File: config.mk
export PLATFORM = sky130hd
export DESIGN_NAME = exchange_sort_engine_unit
export DESIGN_NICKNAME = d
export VERILOG_FILES = /design/src/design/esort_pkg.sv /design/src/design/exchange_sort_engine_unit.sv /design/src/design/esort_ram.sv /design/src/design/esort_seq.sv /design/src/design/esort_dp.sv
export SDC_FILE = /design/constraint.sdc
export NUM_CORES = 1
export LEC_CHECK = 0
export BUFFER_PORTS_ARGS = -buffer_cell sky130_fd_sc_hd__buf_2
export CORE_MARGIN = 2
export CORE_UTILIZATION = 30
export DETAILED_ROUTE_END_ITERATION = 7
export HOLD_SLACK_MARGIN = 0.1
export PLACE_DENSITY = 0.56
export SLEW_MARGIN = 20
export SYNTH_ARGS = -nofsm -noshare
export SYNTH_HDL_FRONTEND = slang
export SYNTH_SLANG_ARGS = --single-unit
File: constraint.sdc
create_clock -name clk -period 4.5 [get_ports clk]
set_input_delay 0.675 -clock clk [delete_from_list [all_inputs] [get_ports clk]]
set_output_delay 0.675 -clock clk [all_outputs]
set_load 0.005 [all_outputs]
File: src/design/esort_pkg.sv
// Shared types, constants and the control store for the exchange sort engine.
// No dependencies; the engine, sequencer, datapath and bench refer to this package.
package esort_pkg;

  localparam int WORD_W = 32;
  localparam int STEP_W = 3;

  typedef logic [STEP_W-1:0] step_t;

  // control store addresses
  localparam step_t STEP_LOAD = 3'd0;
  localparam step_t STEP_RDI  = 3'd1;
  localparam step_t STEP_LDA  = 3'd2;
  localparam step_t STEP_RDJ  = 3'd3;
  localparam step_t STEP_CMP  = 3'd4;
  localparam step_t STEP_EMIT = 3'd5;

  // jump conditions
  typedef enum logic [2:0] {
    CND_NONE   = 3'd0,
    CND_OPEN   = 3'd1,
    CND_J_DONE = 3'd2,
    CND_J_LAST = 3'd3,
    CND_MORE   = 3'd4
  } cond_t;

  // one control word
  typedef struct packed {
    logic  load;
    logic  rd_i;
    logic  lat_a;
    logic  rd_j;
    logic  cmp;
    logic  emit;
    cond_t cond;
    step_t jmp;
    step_t seq;
  } ctrl_t;

  // datapath flags seen by the sequencer
  typedef struct packed {
    logic close;
    logic j_done;
    logic j_last;
    logic i_last;
  } status_t;

  function automatic ctrl_t ucode(input step_t step);
    ctrl_t w;
    w = '0;
    w.cond = CND_NONE;
    w.jmp  = STEP_LOAD;
    w.seq  = STEP_LOAD;
    case (step)
      STEP_LOAD: begin
        w.load = 1'b1; w.cond = CND_OPEN; w.jmp = STEP_LOAD; w.seq = STEP_RDI;
      end
      STEP_RDI: begin
        w.rd_i = 1'b1; w.seq = STEP_LDA;
      end
      STEP_LDA: begin
        w.lat_a = 1'b1; w.cond = CND_J_DONE; w.jmp = STEP_EMIT; w.seq = STEP_RDJ;
      end
      STEP_RDJ: begin
        w.rd_j = 1'b1; w.seq = STEP_CMP;
      end
      STEP_CMP: begin
        w.cmp = 1'b1; w.cond = CND_J_LAST; w.jmp = STEP_EMIT; w.seq = STEP_RDJ;
      end
      STEP_EMIT: begin
        w.emit = 1'b1; w.cond = CND_MORE; w.jmp = STEP_RDI; w.seq = STEP_LOAD;
      end
      default: begin
        w.seq = STEP_LOAD;
      end
    endcase
    return w;
  endfunction

endpackage

File: src/design/exchange_sort_engine_unit.sv
// Exchange sort engine: loads signed words, sorts them ascending, streams the result.
// Channels: start/busy command port with in_value, in_last_in; result beats on
//   out_strobe with out_sorted_value and out_last_out, one cycle each, never stalled.
// Loading: one word per cycle while busy is low. The word with in_last_in set, or
//   the word that fills the MAX_LEN-entry store, closes the set and raises busy.
// Sorting: a control-store sequencer drives each compare as a read step and a compare
//   step through the single read port of the element store. Position i reads element
//   i, compares it against each later element in turn and ends with its result beat,
//   and busy stays high while the set is sorted. The final beat carries out_last_out.
// The store read port (one access per cycle) sets the compare rate.
// Busy drops in the cycle that shows the final beat; the next word may be taken
//   at the edge that ends that cycle.
// Reset (rst_n low at a clock edge) returns to loading with an empty set.
// The receiver cannot stall: every beat is taken in the cycle it is shown.
// Depends on esort_pkg, esort_seq, esort_dp and esort_ram.
module exchange_sort_engine_unit #(
  parameter int MAX_LEN = 16
) (
  input  logic                         clk,
  input  logic                         rst_n,
  input  logic                         start,
  output logic                         busy,
  input  logic [esort_pkg::WORD_W-1:0] in_value,
  input  logic                         in_last_in,
  output logic                         out_strobe,
  output logic [esort_pkg::WORD_W-1:0] out_sorted_value,
  output logic                         out_last_out
);

  esort_pkg::ctrl_t   ctrl;
  esort_pkg::status_t sts;

  assign busy = !ctrl.load;

  esort_seq u_seq (
    .clk   (clk),
    .rst_n (rst_n),
    .sts   (sts),
    .ctrl  (ctrl)
  );

  esort_dp #(
    .MAX_LEN (MAX_LEN)
  ) u_dp (
    .clk              (clk),
    .rst_n            (rst_n),
    .ctrl             (ctrl),
    .start            (start),
    .in_value         (in_value),
    .in_last_in       (in_last_in),
    .sts              (sts),
    .out_strobe       (out_strobe),
    .out_sorted_value (out_sorted_value),
    .out_last_out     (out_last_out)
  );

endmodule

File: src/design/esort_ram.sv
// Generic single-write, single-read RAM with registered read data.
// No dependencies.
module esort_ram #(
  parameter int WIDTH = 32,
  parameter int DEPTH = 16
) (
  input  logic                     clk,
  input  logic                     we,
  input  logic [$clog2(DEPTH)-1:0] waddr,
  input  logic [WIDTH-1:0]         wdata,
  input  logic [$clog2(DEPTH)-1:0] raddr,
  output logic [WIDTH-1:0]         rdata
);

  logic [WIDTH-1:0] mem [DEPTH];

  always_ff @(posedge clk) begin
    if (we) begin
      mem[waddr] <= wdata;
    end
    rdata <= mem[raddr];
  end

endmodule

File: src/design/esort_seq.sv
// Microcode sequencer: step counter, control store lookup and jump logic.
// Depends on esort_pkg.
module esort_seq (
  input  logic              clk,
  input  logic              rst_n,
  input  esort_pkg::status_t sts,
  output esort_pkg::ctrl_t  ctrl
);

  esort_pkg::step_t step_r;
  esort_pkg::step_t step_nxt;
  logic             taken;

  assign ctrl = esort_pkg::ucode(step_r);

  always_comb begin
    case (ctrl.cond)
      esort_pkg::CND_NONE:   taken = 1'b0;
      esort_pkg::CND_OPEN:   taken = !sts.close;
      esort_pkg::CND_J_DONE: taken = sts.j_done;
      esort_pkg::CND_J_LAST: taken = sts.j_last;
      esort_pkg::CND_MORE:   taken = !sts.i_last;
      default:               taken = 1'b0;
    endcase
    step_nxt = taken ? ctrl.jmp : ctrl.seq;
  end

  always_ff @(posedge clk) begin
    if (!rst_n) begin
      step_r <= esort_pkg::STEP_LOAD;
    end else begin
      step_r <= step_nxt;
    end
  end

endmodule

File: src/design/esort_dp.sv
// Datapath: element store, fill count, sort indices, running minimum, result register.
// Depends on esort_pkg and esort_ram.
module esort_dp #(
  parameter int MAX_LEN = 16
) (
  input  logic                              clk,
  input  logic                              rst_n,
  input  esort_pkg::ctrl_t                  ctrl,
  input  logic                              start,
  input  logic [esort_pkg::WORD_W-1:0]      in_value,
  input  logic                              in_last_in,
  output esort_pkg::status_t                sts,
  output logic                              out_strobe,
  output logic [esort_pkg::WORD_W-1:0]      out_sorted_value,
  output logic                              out_last_out
);

  localparam int IW = $clog2(MAX_LEN);
  localparam int CW = $clog2(MAX_LEN + 1);

  logic [CW-1:0] fill_r, fill_nxt;
  logic [CW-1:0] n_r, n_nxt;
  logic [CW-1:0] i_r, i_nxt;
  logic [CW-1:0] j_r, j_nxt;
  logic [esort_pkg::WORD_W-1:0] a_r, a_nxt;
  logic                         strobe_r;
  logic [esort_pkg::WORD_W-1:0] oval_r;
  logic                         olast_r;

  logic                         accept;
  logic [CW-1:0]                fill_inc;
  logic                         full;
  logic                         swap;
  logic                         we;
  logic [IW-1:0]                waddr;
  logic [IW-1:0]                raddr;
  logic [esort_pkg::WORD_W-1:0] wdata;
  logic [esort_pkg::WORD_W-1:0] rdata;

  assign accept   = ctrl.load & start;
  assign fill_inc = fill_r + CW'(1);
  assign full     = (fill_inc == CW'(MAX_LEN));
  assign swap     = ctrl.cmp & ($signed(a_r) > $signed(rdata));

  assign sts.close  = accept & (in_last_in | full);
  assign sts.j_done = (j_r == n_r);
  assign sts.j_last = ((j_r + CW'(1)) == n_r);
  assign sts.i_last = ((i_r + CW'(1)) == n_r);

  assign we    = accept | swap;
  assign waddr = ctrl.load ? fill_r[IW-1:0] : j_r[IW-1:0];
  assign wdata = ctrl.load ? in_value : a_r;
  assign raddr = ctrl.rd_j ? j_r[IW-1:0] : i_r[IW-1:0];

  esort_ram #(
    .WIDTH (esort_pkg::WORD_W),
    .DEPTH (MAX_LEN)
  ) u_store (
    .clk   (clk),
    .we    (we),
    .waddr (waddr),
    .wdata (wdata),
    .raddr (raddr),
    .rdata (rdata)
  );

  always_comb begin
    fill_nxt = fill_r;
    n_nxt    = n_r;
    i_nxt    = i_r;
    j_nxt    = j_r;
    a_nxt    = a_r;
    if (accept) begin
      // close the set: capture its length and restart the outer index
      if (sts.close) begin
        fill_nxt = '0;
        n_nxt    = fill_inc;
        i_nxt    = '0;
      end else begin
        fill_nxt = fill_inc;
      end
    end
    if (ctrl.rd_i) begin
      j_nxt = i_r + CW'(1);
    end
    if (ctrl.lat_a) begin
      a_nxt = rdata;
    end
    if (ctrl.cmp) begin
      // keep the smaller value; the larger one goes back to the later slot
      if (swap) begin
        a_nxt = rdata;
      end
      j_nxt = j_r + CW'(1);
    end
    if (ctrl.emit) begin
      i_nxt = i_r + CW'(1);
    end
  end

  always_ff @(posedge clk) begin
    if (!rst_n) begin
      fill_r   <= '0;
      i_r      <= '0;
      j_r      <= '0;
      strobe_r <= 1'b0;
    end else begin
      fill_r   <= fill_nxt;
      i_r      <= i_nxt;
      j_r      <= j_nxt;
      strobe_r <= ctrl.emit;
    end
  end

  always_ff @(posedge clk) begin
    n_r <= n_nxt;
    a_r <= a_nxt;
    if (ctrl.emit) begin
      oval_r  <= a_r;
      olast_r <= sts.i_last;
    end
  end

  assign out_strobe       = strobe_r;
  assign out_sorted_value = oval_r;
  assign out_last_out     = olast_r;

  a_cmp_in_range: assert property (@(posedge clk) disable iff (!rst_n)
    ctrl.cmp |-> (j_r < n_r) && (i_r < j_r))
    else $error("compare index out of range");

  a_emit_in_range: assert property (@(posedge clk) disable iff (!rst_n)
    ctrl.emit |-> (i_r < n_r))
    else $error("emit beyond set length");

  a_last_returns_to_load: assert property (@(posedge clk) disable iff (!rst_n)
    (ctrl.emit && sts.i_last) |=> ctrl.load && (fill_r == '0))
    else $error("sequencer did not return to loading after final beat");

  a_strobe_from_emit: assert property (@(posedge clk) disable iff (!rst_n)
    out_strobe |-> $past(ctrl.emit))
    else $error("result beat without emit step");

endmodule

==> out/qor_table.md, run 1 <==
| Step | Parameter | Reported |
|:---|:---|:---|
| hold path | Startpoint of the tightest hold check path | rst_n |
| clock tree | Library cell used as clock root buffer | sky130_fd_sc_hd__clkbuf_16 |
| clock tree | Post CTS Setup Buffer Count | 0 |
| worst setup path | Category of cells accounting for the largest share of critical-path delay | compound AO/OA/AOI/OAI gates |
| power | PwrDens | 505 nW/µm² |
| power | Static leakage | 9.75 nW |
| worst setup path | Required arrival time at the worst endpoint | 4.78 ns |
| worst setup path | R2r setup slk | 0.62 ns |
| sta | Transition time at the pin with the least slew margin | 1.02 ns |
| sta | Fin Clk Skew | 0.0178 ns |
| synth | Number of enable flip-flop cells after synthesis | 550 |
| synth | Warnings from Yosys | 0 |
| drt | Iter 0 DRT Violations | 980 |
| power | Post-layout power | 14.5 mW |
| clock tree | Number of sinks handled by clock tree synthesis | 633 |
| floorplan | Standard-cell rows | 105 |
| synth | Synthesized netlist net count | 1354 |
| sta | Setup-violating endpoint count in the final report | 0 |
| grt | Initial antenna violation count | 4 |
| status | Status | finished clean |
| sta | Setup repair after global routing missed its margin | no |
| sta | Max-slew violation count | 0 |
| sta | Worst slew margin relative to its limit | 31.7% |
| synth | Leading register cell type out of synthesis | sky130_fd_sc_hd__edfxtp_1 |
| sta | Minimum period implied by the final worst setup slack | 3.88 ns |
| synth | Mapped Avg Cell Area | 19.2 µm² |
| placement | DP HPWL | 35200 µm |
| floorplan | Die outline area | 84400 µm² |
| drt | Count of TritonRoute iterations in the first routing pass | 5 |
| worst setup path | Master of the slowest instance on the critical path | sky130_fd_sc_hd__a221oi_1 |
| drt | Via Count | 12400 |
| synth | Biggest area consumer among synthesized cells | sky130_fd_sc_hd__edfxtp_1 |
| floorplan | Die width | 290 µm |
| worst setup path | Capturing element type of the critical path | flop |
| worst setup path | Ordered cell list for the critical path | ha_1 -> and4_1 -> a221oi_1 -> o211ai_1 -> a211oi_1 -> o21a_1 -> buf_4 -> nor3_2 -> buf_4 |
| clock tree | Number of H-tree levels | 3 |
| floorplan | Standard cell core area | 81700 µm² |
| floorplan | DIE HEIGHT | 290 µm |
| worst setup path | Largest stage delay on the critical path | 0.81 ns |
| drt | Number of routed nets with antenna violations | 0 |
| layout | Summed area of non-filler cells in the final layout | 28700 µm² |
| synth | Cells taking the most area after synthesis | sky130_fd_sc_hd__edfxtp_1, sky130_fd_sc_hd__mux4_2, sky130_fd_sc_hd__dfxtp_1 |
| floorplan | Number of top-level design ports | 71 |
| layout | Fillcell total | 7612 |
| drt | Count of unresolved DRC violations after routing | 0 |
| clock tree | Max Root-Sink Buffers | 3 |
| power | Worst vdd ir | 227 µV |
| worst setup path | Signal arrival time at the worst endpoint | 4.16 ns |
| grt | Gr ovfl total | 0 |
| drt | Final WL | 58400 µm |
| job | Max Cap Viol | 0 |
| worst setup path | Path type of the worst setup path | flop to flop |
| clock tree | Clock buffers created by TritonCTS | 71 |
| clock tree | CTS hold repair buffers | 0 |
| hold path | Worst hold path cell count | 3 |
| layout | Combined flip-flop and latch cell area | 18200 µm² |
| worst setup path | Reg2Reg Capture Point | u_dp.u_store.mem[2][15] |
| synth | Cell with the most instances after synthesis | sky130_fd_sc_hd__edfxtp_1 |
| synth | Proportion of netlist area held by the largest area contributor | 67.1% |
| sta | Post-route clock period utilization | 86.2% |
| hold path | Hold/Removal Path Class | input pin to flop |
| sta | Summed negative setup slack over all endpoints | 0 ns |
| worst setup path | Critical path buffer and inverter count | 2 |
| clock tree | Number of resized instances in the post-cts repair step | 0 |
| worst setup path | FF-to-FF Start | u_dp.a_r[11] |
| layout | Area grow syn2layout | 16.6% |
| worst setup path | Crit-path max FO | 32 |
| clock tree | Clock insertion delay at the later pin of the skew report | 0.60 ns |
| worst setup path | Number of cell instances on the worst register-to-register path | 9 |
| synth | Leading cell types by count after synthesis | sky130_fd_sc_hd__edfxtp_1, sky130_fd_sc_hd__mux4_2, sky130_fd_sc_hd__dfxtp_1 |
| grt | Vias in the first global route | 12800 |
| synth | Synth Cell Area | 24600 µm² |
| drt | Via/cell ratio | 4.92 |
| clock tree | Reg clk slew, reported paths | 0.06 ns |
| sta | Maximum clock rate | 258 MHz |
| placement | DP Area | 26400 µm² |
| floorplan | Initial cell density of the core | 30.1% |
| worst setup path | Kind of start point of the critical path | flop |
| synth | Post-synth ARST share | 0% |
| drt | Routed length per placed instance | 23.1 µm |
| synth | Gate count of the mapped netlist | 1282 |
| layout | Share of post-route cells with drive strength above 1 | 29.2% |
| layout | Area of combinational cells with multiple inputs | 6050 µm² |
| sta | Final hold vios | 0 |
| placement | Buffers on Ports | 70 |
| synth | Flops & latches, synth | 633 |
| synth | Portion of the post-synthesis area used by sequential elements | 73.8% |
| layout | Net count of the finished layout | 1471 |
| grt | Maximum number of pins on one net before global-route repair | 104 |
| worst setup path | CP most frequent cell | sky130_fd_sc_hd__buf_4 |
| hold path | Endpoint of the worst hold path | u_seq.step_r[0] |
| grt | GR Util All Layers | 13.8% |
| grt | Wire length of the first global-routing pass | 86200 µm |
| clock tree | CTS tree | done |
| placement | Global placement routability congestion | 0.746 |
| synth | Post-synthesis cell type count | 47 |
==> per-layer routing <==
metal / wire length (µm) / GRT usage [%] / vias to the layer above
li1: - / - / 5424
met1: 26600 / 19.5 / 6569
met5: 0 / 0 / -
met2: 27300 / 21.8 / 356
met4: 1000 / 4.01 / 0
met3: 3520 / 2.68 / 67
==> cell type report <==
type / instances / share of cell area (%)
Sequential cell: 633 / 63.3
Multi-Input combinational cell: 540 / 21.1
Clock buffer: 91 / 6.82
Tap cell: 1070 / 4.66
Timing Repair Buffer: 102 / 2.35
Clock inverter: 37 / 1.07
Inverter: 51 / 0.671
Antenna cell: 1 / 0.00872
==> tightest hold or removal path: stages <==
cell	delay (ns)
sky130_fd_sc_hd__buf_2	0.14
sky130_fd_sc_hd__nand2_1	0.06
sky130_fd_sc_hd__a221oi_1	0.04
==> worst max-delay path by stage <==
stage	depth (start not counted)	slack, ns	from	endpoint
2_1_floorplan	10	-0.02	u_dp.u_store.rdata[27]	u_dp.u_store.mem[4][0]
3_3_place_gp	9	0.50	u_dp.a_r[11]	u_dp.u_store.mem[3][17]
3_5_place_dp	9	0.51	u_dp.a_r[11]	u_dp.u_store.mem[2][18]
4_1_cts	9	0.48	u_dp.a_r[11]	u_dp.u_store.mem[2][7]
5_1_grt	9	0.45	u_dp.a_r[11]	u_dp.u_store.mem[3][7]
6_report	9	0.62	u_dp.a_r[11]	u_dp.u_store.mem[2][15]
==> layout by cell type, fill, tap and decap left out, types with 9 or more instances in the layout <==
cell type / count
sky130_fd_sc_hd__xnor2_1: 10
sky130_fd_sc_hd__clkbuf_1: 14
sky130_fd_sc_hd__ha_1: 36
sky130_fd_sc_hd__a22oi_1: 68
sky130_fd_sc_hd__buf_4: 26
sky130_fd_sc_hd__dfxtp_1: 83
sky130_fd_sc_hd__clkinv_1: 14
sky130_fd_sc_hd__buf_2: 70
sky130_fd_sc_hd__nand3_1: 9
sky130_fd_sc_hd__inv_1: 50
sky130_fd_sc_hd__nor3_2: 17
sky130_fd_sc_hd__a31oi_1: 15
sky130_fd_sc_hd__mux4_2: 128
sky130_fd_sc_hd__edfxtp_1: 550
sky130_fd_sc_hd__o21ai_0: 13
sky130_fd_sc_hd__clkbuf_16: 75
sky130_fd_sc_hd__nand2_1: 54
sky130_fd_sc_hd__clkinv_2: 15
sky130_fd_sc_hd__a21oi_1: 28
sky130_fd_sc_hd__nand4_1: 9
sky130_fd_sc_hd__nor2_1: 23
sky130_fd_sc_hd__mux2_2: 63
sky130_fd_sc_hd__nor3_1: 10
==> logic make-up after synthesis <==
logic type      after synthesis  share of synthesized area, %
xor+xnor                     17                         0.605
flops                       633                          73.8
simple gates                150                          2.97
fa+ha+maj                    36                          1.83
buf+inv                     109                          2.13
mux                         194                          14.7
compound gates              143                          3.91
==> power by group <==
part	switching, mW	internal [mW]
clock	2.25	3.35
sequential	0.229	7.03
combinational	1.09	0.545
==> sequential cells by signal, indices dropped and copies added, names as in the netlist <==
name                   count
u_dp.fill_r                5
u_dp.a_r                  32
u_dp.out_sorted_value     32
u_dp.u_store.mem         512
u_dp.n_r                   5
u_dp.u_store.rdata        32
u_dp.out_strobe            1
u_seq.step_r               3
u_dp.out_last_out          1
u_dp.j_r                   5
u_dp.i_r                   5
==> through the flow <==
stage | cells | utilization [%] | hold slack (ns) | worst slack [ns]
3_5_place_dp | 2395 | 32.3 | 0.461 | 0.512
6_report | 2525 | 35.1 | 0.366 | 0.620
5_1_grt | 2524 | 35.1 | 0.357 | 0.448
3_3_place_gp | 2395 | 32.3 | 0.444 | 0.498
2_1_floorplan | 1282 | - | 0.426 | -0.0249
4_1_cts | 2523 | 35.1 | 0.322 | 0.483
Note: power is estimated with default switching activity, not from simulation.
==> inputs of run 2 (changes only) <==
--- a/config.mk
+++ b/config.mk
@@ -11,6 +11,7 @@
 export DETAILED_ROUTE_END_ITERATION = 7
 export HOLD_SLACK_MARGIN = 0.1
 export PLACE_DENSITY = 0.56
+export REMOVE_ABC_BUFFERS = 1
 export SLEW_MARGIN = 20
 export SYNTH_ARGS = -nofsm -noshare
 export SYNTH_HDL_FRONTEND = slang
==> out/qor_table.md, run 2 (same netlist as run 1, synthesis figures left out) <==
| Step | Parameter | Reported | vs previous |
|:---|:---|:---|:---|
| floorplan | Die width | 290 µm | unchanged |
| hold path | Hold/Removal Path Class | input pin to flop |  |
| layout | Most common cell after layout, fill and taps aside | sky130_fd_sc_hd__edfxtp_1 |  |
| grt | Highest-utilization routing layer at the global route stage | met2 |  |
| drt | Routed length per placed instance | 23.2 µm | +0.20% |
| drt | Count of unresolved DRC violations after routing | 0 | unchanged |
| job | Max Cap Viol | 0 | unchanged |
| placement | DP HPWL | 36700 µm | +4.3% |
| floorplan | Number of top-level design ports | 71 | unchanged |
| sta | Worst slew margin relative to its limit | 27.3% | -4.5 points |
| drt | Count of TritonRoute iterations in the first routing pass | 5 | unchanged |
| grt | Initial antenna violation count | 3 | -1 |
| power | PwrDens | 513 nW/µm² | +1.6% |
| clock tree | CTS hold repair buffers | 0 | unchanged |
| sta | Setup-violating endpoint count in the final report | 0 | unchanged |
| grt | Vias in the first global route | 12600 | -1.3% |
| clock tree | Number of resized instances in the post-cts repair step | 0 | unchanged |
| clock tree | Number of sinks handled by clock tree synthesis | 633 | unchanged |
| worst setup path | Signal arrival time at the worst endpoint | 3.90 ns | -0.26 ns |
| sta | Final-layout worst hold slack | 0.344 ns | -0.0224 ns |
| grt | Gr ovfl total | 0 | unchanged |
| clock tree | Number of H-tree levels | 3 | unchanged |
| sta | Post-route clock period utilization | 81.6% | -4.6 points |
| sta | Final hold vios | 0 | unchanged |
| clock tree | Max Root-Sink Buffers | 3 | unchanged |
| clock tree | CTS tree | done |  |
| sta | Worst setup margin | 0.827 ns | +0.207 ns |
| drt | Via Count | 12300 | -0.60% |
| grt | Wire length of the first global-routing pass | 85500 µm | -0.78% |
| sta | Max-slew violation count | 0 | unchanged |
| layout | Share of post-route cells with drive strength above 1 | 29.5% | +0.30 points |
| drt | Iter 0 DRT Violations | 1116 | +14% |
| worst setup path | Required arrival time at the worst endpoint | 4.72 ns | -0.06 ns |
| drt | Final WL | 58600 µm | +0.24% |
| worst setup path | Ordered cell list for the critical path | ha_1 -> and4_1 -> nor4b_2 -> o21ai_0 -> o211ai_1 -> a211oi_1 -> o21a_1 -> nor3_2 -> buf_4 |  |
| layout | Fillcell total | 7582 | -0.39% |
| floorplan | Die outline area | 84400 µm² | unchanged |
| grt | Met2 GRT Util | 22.3% | +0.49 points |
| floorplan | Initial cell density of the core | 30.1% | unchanged |
| layout | Net count of the finished layout | 1471 | unchanged |
| grt | Met3 track demand over resource in global routing | 2.48% | -0.21 points |
| power | Static leakage | 9.79 nW | +0.40% |
| sta | Fin Clk Skew | 0.0298 ns | +0.0120 ns |
| floorplan | DIE HEIGHT | 290 µm | unchanged |
| worst setup path | Path type of the worst setup path | flop to flop |  |
| power | Worst vdd ir | 252 µV | +11% |
| layout | Most flops, register | u_dp.u_store.mem |  |
| sta | Minimum period implied by the final worst setup slack | 3.67 ns | -0.207 ns |
| sta | Maximum clock rate | 272 MHz | +5.6% |
| worst setup path | Largest stage delay on the critical path | 0.51 ns | -0.30 ns |
| sta | Setup repair after global routing missed its margin | no |  |
| worst setup path | Crit-path max FO | 32 | unchanged |
| drt | Via/cell ratio | 4.89 | -0.64% |
| worst setup path | Category of cells accounting for the largest share of critical-path delay | compound AO/OA/AOI/OAI gates |  |
| sta | Summed negative setup slack over all endpoints | 0 ns | unchanged |
| clock tree | Post CTS Setup Buffer Count | 0 | unchanged |
| worst setup path | Critical path buffer and inverter count | 1 | -1 |
| placement | Worst setup slack after placement | 0.818 ns | +0.305 ns |
| grt | GR Util All Layers | 13.8% | -0.030 points |
| clock tree | Library cell used as clock root buffer | sky130_fd_sc_hd__clkbuf_16 |  |
| clock tree | Clock buffers created by TritonCTS | 69 | -2.8% |
| floorplan | Standard-cell rows | 105 | unchanged |
| worst setup path | Capturing element type of the critical path | flop |  |
| clock tree | Reg clk slew, reported paths | 0.06 ns | about the same |
| worst setup path | Kind of start point of the critical path | flop |  |
| layout | Commonest cells after routing, fill and taps aside | sky130_fd_sc_hd__edfxtp_1, sky130_fd_sc_hd__mux4_2, sky130_fd_sc_hd__dfxtp_1 |  |
| layout | Area grow syn2layout | 17.0% |  |
| layout | Flip-flop count of the largest register after layout | 512 | unchanged |
| clock tree | Clock insertion delay at the later pin of the skew report | 0.61 ns | about the same |
| grt | Global-route met1 utilization | 19.2% | -0.28 points |
| status | Status | finished clean |  |
| placement | Global placement routability congestion | 0.768 | +2.8% |
| worst setup path | Master of the slowest instance on the critical path | sky130_fd_sc_hd__o21a_1 |  |
| drt | Number of routed nets with antenna violations | 0 | unchanged |
| placement | Buffers on Ports | 70 | unchanged |
| grt | Maximum number of pins on one net before global-route repair | 81 | -22% |
| layout | Total inserted antenna cells | 0 | -1 |
| sta | Transition time at the pin with the least slew margin | 1.09 ns | +0.0694 ns |
| floorplan | Standard cell core area | 81700 µm² | unchanged |
-- run 2: cell types whose count changed in the layout (fill, tap and decap cells not counted) --
cell,delta
sky130_fd_sc_hd__bufinv_16,+5
sky130_fd_sc_hd__clkbuf_1,+5
sky130_fd_sc_hd__inv_2,+1
sky130_fd_sc_hd__clkbuf_8,+2
sky130_fd_sc_hd__clkinv_4,+1
sky130_fd_sc_hd__clkbuf_16,-1
sky130_fd_sc_hd__buf_4,+6
sky130_fd_sc_hd__clkinv_1,-8
sky130_fd_sc_hd__diode_2,-1
sky130_fd_sc_hd__clkinv_8,+1
sky130_fd_sc_hd__clkinv_2,-6
sky130_fd_sc_hd__buf_12,-3
sky130_fd_sc_hd__buf_16,-1
-- run 2: through the flow --
step                util (%)  power (mW)  instances  cell area (µm²)
floorplan                  -        8.29       1224            24300
global placement        32.3        8.94       2398            26400
global route            35.2        15.3       2526            28800
CTS                     35.2        14.9       2526            28800
detailed placement      32.3        9.00       2398            26400
finish                  35.2        14.8       2526            28800
-- run 2: final timing paths --
| path | startpoint | to | slack [ns] | cells after the start |
|---|---|---|---|---|
| worst max register to register | u_dp.a_r[10] | u_dp.u_store.mem[6][30] | 0.83 | 9 |
| worst min-delay path | rst_n | u_dp.j_r[0] | 0.34 | 2 |
| worst max-delay path | u_dp.a_r[10] | u_dp.u_store.mem[6][30] | 0.83 | 9 |
| worst min register to register | u_dp.fill_r[4] | u_dp.fill_r[4] | 0.48 | 2 |
-- run 2: layout make-up --
cell class	instances	area, µm²	area share (%)
clock buffers	97	1980	6.87
clock inverters	31	427	1.48
inverters	51	191	0.665
multi-input cells	540	6050	21.0
flip-flops and latches	633	18200	63.1
well taps	1070	1340	4.65
repair buffers	104	631	2.19
-- run 2: report_power, final --
group          leakage, nW  switching, mW  internal (mW)  total, mW
registers             5.66          0.234           7.03       7.27
clock network         1.17           2.27           3.66       5.92
logic                 2.95           1.05          0.541       1.59
-- run 2: layer usage --
metal / routed length (µm) / share of wire [%]
met5: 0 / 0
met4: 961 / 1.6
met3: 3180 / 5.4
met2: 28200 / 48
met1: 26200 / 45
==> inputs of run 3 (changes only) <==
--- a/config.mk
+++ b/config.mk
@@ -5,12 +5,13 @@
 export SDC_FILE = /design/constraint.sdc
 export NUM_CORES = 1
 export LEC_CHECK = 0
+export ABC_AREA = 1
 export BUFFER_PORTS_ARGS = -buffer_cell sky130_fd_sc_hd__buf_2
 export CORE_MARGIN = 2
 export CORE_UTILIZATION = 30
 export DETAILED_ROUTE_END_ITERATION = 7
 export HOLD_SLACK_MARGIN = 0.1
-export PLACE_DENSITY = 0.56
+export PLACE_DENSITY = 0.54
 export REMOVE_ABC_BUFFERS = 1
 export SLEW_MARGIN = 20
 export SYNTH_ARGS = -nofsm -noshare
==> constraint.sdc (replaced) <==
create_clock -name clk -period 3.4 [get_ports clk]
set_input_delay 0.51 -clock clk [delete_from_list [all_inputs] [get_ports clk]]
set_output_delay 0.51 -clock clk [all_outputs]
set_load 0.005 [all_outputs]
==> out/qor_table.md, run 3 <==
| Step | Parameter | Reported | vs previous |
|:---|:---|:---|:---|
| drt | Final WL | 72300 µm | +23% |
| placement | Buffers on Ports | 70 | unchanged |
| sta | Summed negative setup slack over all endpoints | 0 ns | unchanged |
| floorplan | Standard cell core area | 83400 µm² | +2.1% |
| layout | Fillcell total | 7958 | +5.0% |
| floorplan | Standard-cell rows | 106 | +0.95% |
| hold path | Hold/Removal Path Class | input pin to flop |  |
| sta | Final-layout worst hold slack | 0.250 ns | -0.0937 ns |
| floorplan | Initial cell density of the core | 30.2% | +0.11 points |
| synth | Leading register cell type out of synthesis | sky130_fd_sc_hd__edfxtp_1 |  |
| worst setup path | Path type of the worst setup path | flop to flop |  |
| synth | Mapped Avg Cell Area | 12.4 µm² | -35% |
| sta | Setup-violating endpoint count in the final report | 0 | unchanged |
| sta | Fin Clk Skew | 0.0319 ns | +0.00214 ns |
| grt | Wire length of the first global-routing pass | 107000 µm | +25% |
| floorplan | Die width | 294 µm | +1.2% |
| sta | Setup repair after global routing missed its margin | no |  |
| drt | Routed length per placed instance | 22.2 µm | -4.3% |
| sta | Max-slew violation count | 0 | unchanged |
| clock tree | Reg clk slew, reported paths | 0.05 ns | about the same |
| synth | Cell with the most instances after synthesis | sky130_fd_sc_hd__edfxtp_1 |  |
| layout | Share of post-route cells with drive strength above 1 | 12.7% | -17 points |
| drt | Count of unresolved DRC violations after routing | 0 | unchanged |
| layout | Most flops, register | u_dp.u_store.mem |  |
| synth | Proportion of netlist area held by the largest area contributor | 65.5% | -1.6 points |
| floorplan | Die outline area | 86400 µm² | +2.4% |
| grt | Gr ovfl total | 0 | unchanged |
| synth | Xor and xnor fraction of the mapped netlist area | 0.471% | -0.13 points |
| synth | Adder-Cell Fraction of Synth Area | 1.79% | -0.044 points |
| power | Worst vdd ir | 330 µV | +31% |
| sta | Worst slew margin relative to its limit | 34.9% | +7.7 points |
| sta | Maximum clock rate | 332 MHz | +22% |
| layout | Net count of the finished layout | 2193 | +49% |
| synth | Mux share of post-synthesis cell area | 0% | -15 points |
| synth | Post-synthesis cell type count | 39 | -17% |
| clock tree | Post CTS Setup Buffer Count | 0 | unchanged |
| clock tree | CTS tree | done |  |
| power | PwrDens | 657 nW/µm² | +28% |
| worst setup path | Signal arrival time at the worst endpoint | 3.27 ns | -0.63 ns |
| worst setup path | Required arrival time at the worst endpoint | 3.66 ns | -1.06 ns |
| synth | Biggest area consumer among synthesized cells | sky130_fd_sc_hd__edfxtp_1 |  |
| synth | Leading cell types by count after synthesis | sky130_fd_sc_hd__edfxtp_1, sky130_fd_sc_hd__nor2_1, sky130_fd_sc_hd__nand2_1 |  |
| clock tree | CTS hold repair buffers | 0 | unchanged |
| clock tree | Max Root-Sink Buffers | 3 | unchanged |
| floorplan | Number of top-level design ports | 71 | unchanged |
| layout | Most common cell after layout, fill and taps aside | sky130_fd_sc_hd__edfxtp_1 |  |
| power | Static leakage | 10.4 nW | +6.1% |
| synth | Complex-gate fraction of the synthesized area | 11.7% | +7.8 points |
| sta | Worst setup margin | 0.385 ns | -0.442 ns |
| sta | Transition time at the pin with the least slew margin | 0.966 ns | -0.125 ns |
| job | Max Cap Viol | 0 | unchanged |
| sta | Post-route clock period utilization | 88.7% | +7.1 points |
| placement | Worst setup slack after placement | 0.524 ns | -0.294 ns |
| clock tree | Clock buffers created by TritonCTS | 70 | +1.4% |
| synth | Number of enable flip-flop cells after synthesis | 550 | unchanged |
| placement | Number of instances in the placed design | 3129 | +30% |
| clock tree | Library cell used as clock root buffer | sky130_fd_sc_hd__clkbuf_16 |  |
| sta | Minimum period implied by the final worst setup slack | 3.02 ns | -0.658 ns |
| synth | Cells taking the most area after synthesis | sky130_fd_sc_hd__edfxtp_1, sky130_fd_sc_hd__dfxtp_1, sky130_fd_sc_hd__o21ai_0 |  |
| clock tree | Clock insertion delay at the later pin of the skew report | 0.61 ns | about the same |
| layout | Commonest cells after routing, fill and taps aside | sky130_fd_sc_hd__edfxtp_1, sky130_fd_sc_hd__nor2_1, sky130_fd_sc_hd__nand2_1 |  |
| synth | Post-synth ARST share | 0% | unchanged |
| drt | Count of TritonRoute iterations in the first routing pass | 5 | unchanged |
| worst setup path | Capturing element type of the critical path | flop |  |
| placement | Global placement routability congestion | 0.855 | +11% |
| layout | Core utilization of the finished layout | 35.5% | +0.30 points |
| worst setup path | Kind of start point of the critical path | flop |  |
| layout | Area grow syn2layout | 17.5% |  |
| clock tree | Number of sinks handled by clock tree synthesis | 633 | unchanged |
| grt | Maximum number of pins on one net before global-route repair | 129 | +59% |
| clock tree | Number of resized instances in the post-cts repair step | 0 | unchanged |
| synth | Flops & latches, synth | 633 | unchanged |
| drt | Iter 0 DRT Violations | 1580 | +42% |
| synth | Main combinational cell family by area after synthesis | compound AO/OA/AOI/OAI gates |  |
| drt | Via Count | 16500 | +34% |
| synth | Portion of the post-synthesis area used by sequential elements | 72.1% | -1.8 points |
| grt | GR Util All Layers | 16.7% | +2.9 points |
| sta | Final hold vios | 0 | unchanged |
| layout | Non-filler cells, final | 3257 | +29% |
| drt | Via/cell ratio | 5.07 | +3.9% |
| synth | Simple logic cell fraction of the synthesized area | 10.6% | +7.6 points |
| drt | Number of routed nets with antenna violations | 0 | unchanged |
| synth | Synth Cell Area | 25200 µm² | +2.4% |
| grt | Vias in the first global route | 16400 | +30% |
| status | Status | finished clean |  |
| synth | Warnings from Yosys | 0 | unchanged |
| clock tree | Number of H-tree levels | 3 | unchanged |
| layout | Flip-flop count of the largest register after layout | 512 | unchanged |
| floorplan | DIE HEIGHT | 294 µm | +1.2% |
| placement | DP HPWL | 42700 µm | +16% |
| synth | Gate count of the mapped netlist | 2028 | +58% |
| grt | Initial antenna violation count | 3 | unchanged |
| worst setup path | Crit-path max FO | 18 | -44% |
run 3: power breakdown:
part,total (mW),internal [mW],switching (mW)
combinational,2.28,0.693,1.58
sequential,9.66,9.35,0.310
clock,7.54,4.54,3.00
run 3: logic make-up (layout without fill, tap and decap cells):
family,count (synthesis),after routing
AOI/OAI and AO/OA,483,483
DFF,633,633
and+or+nand+nor,666,666
xor gates and xnor gates,12,12
adders and majority gates,36,36
buffers and inverters,198,345
other,0,2
run 3: critical path, stage by stage (launching register included):
cell and delay [ns]:
sky130_fd_sc_hd__dfxtp_1 0.35, sky130_fd_sc_hd__inv_1 0.13, sky130_fd_sc_hd__nand2_1 0.13, sky130_fd_sc_hd__nor2_4 0.14
sky130_fd_sc_hd__inv_2 0.10, sky130_fd_sc_hd__o21ai_0 0.76, sky130_fd_sc_hd__inv_1 0.15, sky130_fd_sc_hd__nor2_1 0.14
sky130_fd_sc_hd__nand2_1 0.24, sky130_fd_sc_hd__nor2_4 0.20, sky130_fd_sc_hd__buf_4 0.35
run 3: cell type report:
class                      count  area (µm²)  area share [%]
antenna                        2        5.00          0.0169
clock buffer                 101        1950            6.58
clock inverter                25         335            1.13
inverter                      76         292           0.983
multi-input combinational   1197        6340            21.4
sequential                   633       18200            61.3
tap                         1080        1350            4.56
timing repair buffer         143        1200            4.04
run 3: path summary, 6_finish.rpt:
kind                            slack, ns  depth (start not counted)                 endpoint                    from
worst min register to register       0.45                          2             u_dp.a_r[10]  u_dp.u_store.rdata[10]
worst max-delay path                 0.38                         10  u_dp.u_store.mem[9][28]         u_seq.step_r[1]
worst min-delay path                 0.25                          4           u_dp.fill_r[3]              in_last_in
worst max register to register       0.38                         10  u_dp.u_store.mem[9][28]         u_seq.step_r[1]
run 3: metal layers:
metal  GRT usage [%]  routed length, µm  up-vias
met3            2.70               4180      113
li1                -                  -     7601
met1            22.4              31700     8306
met4            5.33               2090        0
met2            27.6              34300      507
met5               0                  0        -
run 3: per-stage QoR:
stage | total power, mW | area, µm²
after global placement | 12.0 | 27400
after detailed placement | 12.1 | 27400
final | 19.5 | 29600
after global routing | 20.2 | 29600
after CTS | 19.6 | 29600
after floorplan | 10.9 | 24600
